<file path="src/hw/rtl/hwhs_pkg.sv">
// Shared types and constants for the Hall window homing sequencer.
`default_nettype none
package hwhs_pkg;

	localparam int STEP_WIDTH_DEFAULT = 16;
	localparam logic [15:0] TOTAL_STEPS_RESET = 16'd4096;
	localparam logic [9:0] ZERO_OFFSET_RESET = 10'd0;

	localparam int DIV_WIDTH = 32;
	localparam int DIVISOR_WIDTH = 16;

	localparam logic signed [10:0] DEG_SWEEP = 11'sd370;
	localparam logic signed [10:0] DEG_SEARCH_END = 11'sd60;
	localparam logic signed [10:0] DEG_RETURN = -11'sd65;

	// The reciprocal of 360 scaled by 2**36 and rounded up is exact for products below 2**27.
	localparam logic [27:0] RECIP_360 = 28'd190887436;
	localparam int RECIP_SHIFT = 36;

	localparam logic [1:0] RPM_KEEP = 2'd0;
	localparam logic [1:0] RPM_FAST = 2'd1;
	localparam logic [1:0] RPM_SLOW = 2'd2;

	localparam logic CFG_TOTAL_STEPS = 1'b0;
	localparam logic CFG_ZERO_OFFSET = 1'b1;

	typedef enum logic [3:0] {
		PH_UNKNOWN = 4'd0,
		PH_LEAVE   = 4'd1,
		PH_SEARCH  = 4'd2,
		PH_END     = 4'd3,
		PH_BACK    = 4'd4,
		PH_START   = 4'd5,
		PH_MIDDLE  = 4'd6,
		PH_OFFSET  = 4'd7,
		PH_HOMED   = 4'd8,
		PH_TIMEOUT = 4'd9
	} phase_t;

	typedef enum logic [2:0] {
		SQ_IDLE,
		SQ_DECODE,
		SQ_MUL,
		SQ_PREP,
		SQ_DIV_GO,
		SQ_DIV_WAIT,
		SQ_FIX,
		SQ_EMIT
	} seq_state_t;

	typedef enum logic [1:0] {
		JOB_NONE,
		JOB_DEGREES,
		JOB_END_EDGE,
		JOB_START_EDGE
	} job_t;

	typedef enum logic [1:0] {
		NK_DEGREES,
		NK_END,
		NK_START,
		NK_WINDOW
	} div_use_t;

	typedef struct packed {
		logic start;
		logic [DIV_WIDTH-1:0] dividend;
		logic [DIVISOR_WIDTH-1:0] divisor;
	} div_req_t;

	typedef struct packed {
		logic done;
		logic [DIV_WIDTH-1:0] quotient;
		logic [DIVISOR_WIDTH-1:0] remainder;
	} div_rsp_t;

endpackage
`default_nettype wire

</file>
<file path="src/hw/rtl/hwhs_divider.sv">
// Restoring unsigned divider that retires one quotient bit per cycle.
`default_nettype none
module hwhs_divider (
	input  wire logic              clk,
	input  wire logic              arst_n,
	input  wire hwhs_pkg::div_req_t req,
	output hwhs_pkg::div_rsp_t     rsp
);
	localparam int DW = hwhs_pkg::DIV_WIDTH;
	localparam int VW = hwhs_pkg::DIVISOR_WIDTH;

	logic busy_q;
	logic done_q;
	logic [$clog2(DW)-1:0] cnt_q;
	logic [DW-1:0] quo_q;
	logic [VW-1:0] rem_q;
	logic [VW-1:0] dvs_q;
	logic [VW:0] trial;
	logic ge;
	logic [VW:0] diff;

	assign trial = {rem_q, quo_q[DW-1]};
	assign ge = trial >= {1'b0, dvs_q};
	assign diff = trial - {1'b0, dvs_q};

	always_ff @(posedge clk or negedge arst_n) begin
		if (!arst_n) begin
			busy_q <= 1'b0;
			done_q <= 1'b0;
			cnt_q <= '0;
		end else begin
			done_q <= 1'b0;
			if (req.start) begin
				busy_q <= 1'b1;
				cnt_q <= '0;
			end else if (busy_q) begin
				cnt_q <= cnt_q + 1'b1;
				if (cnt_q == $clog2(DW)'(DW - 1)) begin
					busy_q <= 1'b0;
					done_q <= 1'b1;
				end
			end
		end
	end

	always_ff @(posedge clk) begin
		if (req.start) begin
			quo_q <= req.dividend;
			rem_q <= '0;
			dvs_q <= req.divisor;
		end else if (busy_q) begin
			quo_q <= {quo_q[DW-2:0], ge};
			rem_q <= ge ? diff[VW-1:0] : trial[VW-1:0];
		end
	end

	assign rsp.done = done_q;
	assign rsp.quotient = quo_q;
	assign rsp.remainder = rem_q;
endmodule
`default_nettype wire

</file>
<file path="config.mk">
export PLATFORM = sky130hd
export DESIGN_NAME = hwhs_divider
export DESIGN_NICKNAME = d
export VERILOG_FILES = /design/src/hw/rtl/hwhs_pkg.sv /design/src/hw/rtl/hwhs_divider.sv
export SDC_FILE = /design/constraint.sdc
export NUM_CORES = 1
export LEC_CHECK = 0
export ABC_CLOCK_PERIOD_IN_PS = 4600
export BUFFER_PORTS_ARGS = -buffer_cell sky130_fd_sc_hd__buf_4
export CAP_MARGIN = 20
export CORE_MARGIN = 1
export CORE_UTILIZATION = 57
export DETAILED_ROUTE_END_ITERATION = 7
export GPL_TIMING_DRIVEN = 0
export HOLD_SLACK_MARGIN = 0.06
export PLACE_DENSITY_LB_ADDON = 0.3
export SYNTH_ARGS = -nofsm -noshare
export SYNTH_HDL_FRONTEND = slang
export SYNTH_SLANG_ARGS = --single-unit
</file>
<file path="constraint.sdc">
create_clock -name clk -period 4.6 [get_ports clk]
set_clock_uncertainty 0.2 [all_clocks]
set_input_delay 0.46 -clock clk [delete_from_list [all_inputs] [get_ports clk]]
set_output_delay 0.46 -clock clk [all_outputs]
set_load 0.03 [all_outputs]
</file>
### Word-level counts from Yosys, hierarchy flattened

Cells that the tools add are included.
Widths: inputs -> output; s select.

* register bits: 71
* output and inout port bits: 49
* word-level logic and storage cells: 22
* input port bits: 51

* muxes and demuxes: 11
* $add $sub $neg: 2
* reduce and logical (&&, ||, !) cells: 1
* order comparisons: 1
* equal/unequal tests: 1

Operator list (number)
* $mux 32: 2
* $ge 17x16->1: 1
* $mux 16: 1
* $sub 16x16->16: 1
* $mux 5: 2
* $mux 1: 6
* $add 5x1->5 const B: 1
* $eq 5x5->1 const B: 1
* $reduce_bool 2->1: 1

### Longest topological paths before layout

* word-level depth: 4
* mapped depth: 10

### Worst setup path before layout

No wires, ideal clock.

* path type: register to register
* start point: register rem_q[3]
* end point: register rem_q[0]
* stages on the path, launching flop included: 8
* clock period less this slack: 2589 ps
* setup slack: 2011 ps
* data arrival time: 2310 ps
* data required time: 4321 ps
* path buffers: 0
* library setup time: 79 ps
* path through: dfxtp_1 -> ha_1 -> and2_1 -> or2_4 -> o31ai_2 -> a21o_4 -> mux2_2 -> a211oi_2

* longest elaborated chain between the ends: 2

Ends and longest elaborated chain
* start, declared: line hwhs_divider.sv:16 `logic [VW-1:0] rem_q;`
* start signal, assigned: line hwhs_divider.sv:53 `rem_q <= ge ? diff[VW-1:0] : trial[VW-1:0];`
* $ge 17x16->1: line hwhs_divider.sv:23 `assign ge = trial >= {1'b0, dvs_q};`
* $mux 16: line hwhs_divider.sv:53

No other way between the ends.
A chain may end at the register's enable or synchronous reset.

### Worst setup path after layout

* start point: register rem_q[11]
* end point: register rem_q[12]

* longest elaborated chain between the ends: 2

Ends and longest elaborated chain (line)
* $sub 16x16->16 / $ge 17x16->1 (equally long branches): hwhs_divider.sv:24, hwhs_divider.sv:23
* $mux 16 *: hwhs_divider.sv:53

Mark *: on every way between the ends. The rest lies on a longest branch, timed or not.

==> results.sh <==
export IMPL_hold_violations=0
export IMPL_p_clk_share_pct=34.5
export IMPL_setup_viol=0
export IMPL_synth_nets=422
export IMPL_fp_coreArea_um2=6490
export IMPL_min_period_over_period_pct=61.6
export IMPL_clkSinkCount=71
export IMPL_cp_start_kind="flop"
export IMPL_dp_hpwl_mm=6.90
export IMPL_fillers=434
export IMPL_dpl_instance_area_um2=4740
export IMPL_tightest_slew_ps=737
export IMPL_p_total_mw=1.60
export IMPL_synth_edf_count=48
export IMPL_end_kind="flop"
export IMPL_postCtsSetupBuffers=0
export IMPL_groute_usage_overall_pct=27.9
export IMPL_antenna_found_initial=0
export IMPL_synthCells=352
export IMPL_die_x_um=84.8
export IMPL_slew_violations=0
export IMPL_preCtsSetupSlack_ps=1760
export IMPL_internal_power_mw=1.17
export IMPL_setup_tns_ps=0
export IMPL_clkTransAtPathRegs_ps=80
export IMPL_syn_to_final_growth_pct=27.2
export IMPL_syn_area_um2=3900
export IMPL_min_period_ps=2830
export IMPL_syn_area_per_cell_um2=11.1
export IMPL_start_util_pct=60.1
export IMPL_insertion_delay_ps=350
export IMPL_vias_per_cell=6.04
export IMPL_ys_ff_latch=71
export IMPL_die_area_um2=7190
export IMPL_fin_ws_ps=1770
export IMPL_instances_no_fill=545
export IMPL_irDropWorstVdd_v=0.000242
export IMPL_cts_buffers=9
export IMPL_rows=29
export IMPL_grt_pass1_vias=3290
export IMPL_pwr_share_comb_pct=18.1
export IMPL_cts_buffer_depth=2
export IMPL_outcome="finished, final reports clean"
export IMPL_ioPinCount=100
export IMPL_path_max_fanout=10
export IMPL_maxCapViolations=0
export IMPL_crit_type="flop to flop"
export IMPL_drt_wl_total_mm=9.56
export IMPL_drt_first_pass_iters=5
export IMPL_antenna_left=0
export IMPL_seqPwrFrac_pct=47.4
export IMPL_synth_flop_cell="edfxtp_1"
export IMPL_final_core_util_pct=76.5
export IMPL_rsz0062_at_grt="no"
export IMPL_whs_ps=81.1
export IMPL_gr_total_overflow=0
export IMPL_grt_first_pass_wirelength_mm=15.4
export IMPL_async_flop_share_pct=9.86
export IMPL_ys_seq_area_share_pct=49.6
export IMPL_layout_commonest_cell="buf_4"
export IMPL_cp_data_arrival_time_ps=2870
export IMPL_ys_warn_count=0
export IMPL_vias=3290
export IMPL_drive_gt1_share_pct=35.3
export IMPL_p_sw_mw=0.432
export IMPL_drt_iter0_markers=336
export IMPL_cts_root_buffer="clkbuf_8"
export IMPL_htree_levels=3
export IMPL_relSlewSlack_pct=50.8
export IMPL_drt_wirelength_per_cell_um=17.5
export IMPL_powerDensity_nw_per_um2=322
export IMPL_grt_max_degree=33
export IMPL_required_ps=4630
export IMPL_hold_class="input port to flop"
export IMPL_port_buffers=99
export IMPL_sw_frac_of_total_pct=27.0
export IMPL_fin_area_um2=4970
export IMPL_final_cell_mix="buf_4, edfxtp_1, mux2_2"
export IMPL_drc_errors=0
export IMPL_ys_types=67
export IMPL_gp_congestion=0.876
export IMPL_max_freq_mhz=353
export IMPL_num_antenna_cells=0
export IMPL_fp_dieH_um=84.8
export IMPL_nets=533
export IMPL_cts_tree="yes"
export IMPL_placed_cells=528
export IMPL_p_leak_nw=2.13
## worst paths after layout
| path | from | endpoint | slack [ps] | cells after the start |
|---|---|---|---|---|
| setup reg to reg | rem_q[11]$_SDFFE_PP0P_ | rem_q[12]$_SDFFE_PP0P_ | 1770 | 9 |
| min in group asynchronous | arst_n | cnt_q[2]$_DFFE_PN0P_ | 250 | 2 |
| max in group asynchronous | arst_n | cnt_q[0]$_DFFE_PN0P_ | 3810 | 2 |
| hold / removal | req[6] | dvs_q[6]$_DFFE_PP_ | 80 | 1 |
| hold reg to reg | rem_q[2]$_SDFFE_PP0P_ | rem_q[3]$_SDFFE_PP0P_ | 320 | 2 |
| setup / recovery | rem_q[11]$_SDFFE_PP0P_ | rem_q[12]$_SDFFE_PP0P_ | 1770 | 9 |
## synthesized netlist by cell type, drive strengths merged (2+ instances only)
library cell   n  share of area, %
nand3          6              0.77
nand2         26               2.6
xnor2          6               1.3
mux2i          2              0.51
or2            2              0.38
xor2           3              0.67
inv           24               2.3
dfxtp         16               8.2
a21oi         16               2.1
and2           3              0.48
or3            2              0.32
a311oi        10               2.4
a31oi          4              0.64
o2111ai        2              0.45
nand2b         2              0.32
nand3b         2              0.38
o21ai         16               2.1
and3           5              0.80
nor3           3              0.38
edfxtp        48                37
or4b           2              0.51
dfrtp          7               4.5
nor2          32               3.1
o211ai         2              0.38
buf            6               1.1
and4           2              0.45
nor2b          6              0.96
o21a           4              0.77
a21o           4              0.96
a211oi         6               1.7
mux2          33               9.5
clkbuf        11               1.1
ha            18               5.8
## metal layers
layer / wire length, um / vias up / GRT usage [%] / share of wire [%]
li1: - / 1520 / - / -
met1: 3850 / 1562 / 34.3 / 40
met2: 4770 / 177 / 46.5 / 50
met3: 762 / 31 / 7.77 / 8.0
met4: 174 / 0 / 11.7 / 1.8
met5: 0 / - / 0 / 0
## power groups by stage
stage	combinational, mW	clock (mW)	sequential, mW
finish	0.290	0.552	0.757
global route	0.310	0.578	0.762
CTS	0.290	0.554	0.757
detailed placement	0.288	0	0.770
global placement	0.278	0	0.768
floorplan	0.115	0	0.828
## critical path: stages (launching register included)
cell and delay [ps]:
dfxtp_1 350, ha_1 300, buf_4 150, nand2_1 60
o21ai_0 420, a211oi_2 130, a21oi_2 310, buf_4 260
o21ai_0 150, a311oi_1 380
## layout make-up
class	instances	area [um^2]	area share [%]
clock buffer	10	128	2.57
sequential	71	1940	39.0
multi-input combinational	240	1790	36.1
timing repair buffer	100	753	15.2
tap	77	96.3	1.94
buffer	17	85.1	1.71
clock inverter	6	85.1	1.71
inverter	24	90.1	1.81
## logic make-up (layout without fill, tap and decap cells)
logic type / count (synthesis) / in the layout / synth area share (%)
AND/OR/NAND/NOR: 97 / 97 / 12.3
AO/OA/AOI/OAI: 80 / 80 / 15.3
flip-flops: 71 / 71 / 49.6
buffers and inverters: 41 / 157 / 4.49
multiplexers: 35 / 35 / 10.0
adder cells (fa/ha/maj): 19 / 19 / 6.28
XOR/XNOR: 9 / 9 / 2.02
## state kept, by name (all words and copies together) (netlist names)
| signal | count |
|---|---|
| quo_q | 32 |
| done_q | 1 |
| cnt_q | 5 |
| rem_q | 16 |
| busy_q | 1 |
| dvs_q | 16 |
## repair_timing
action,CTS,global route
resized for setup,0,0
hold buffers,1,0
hold endpoints to repair,7,0
Note: power is estimated with default switching activity, not from simulation.
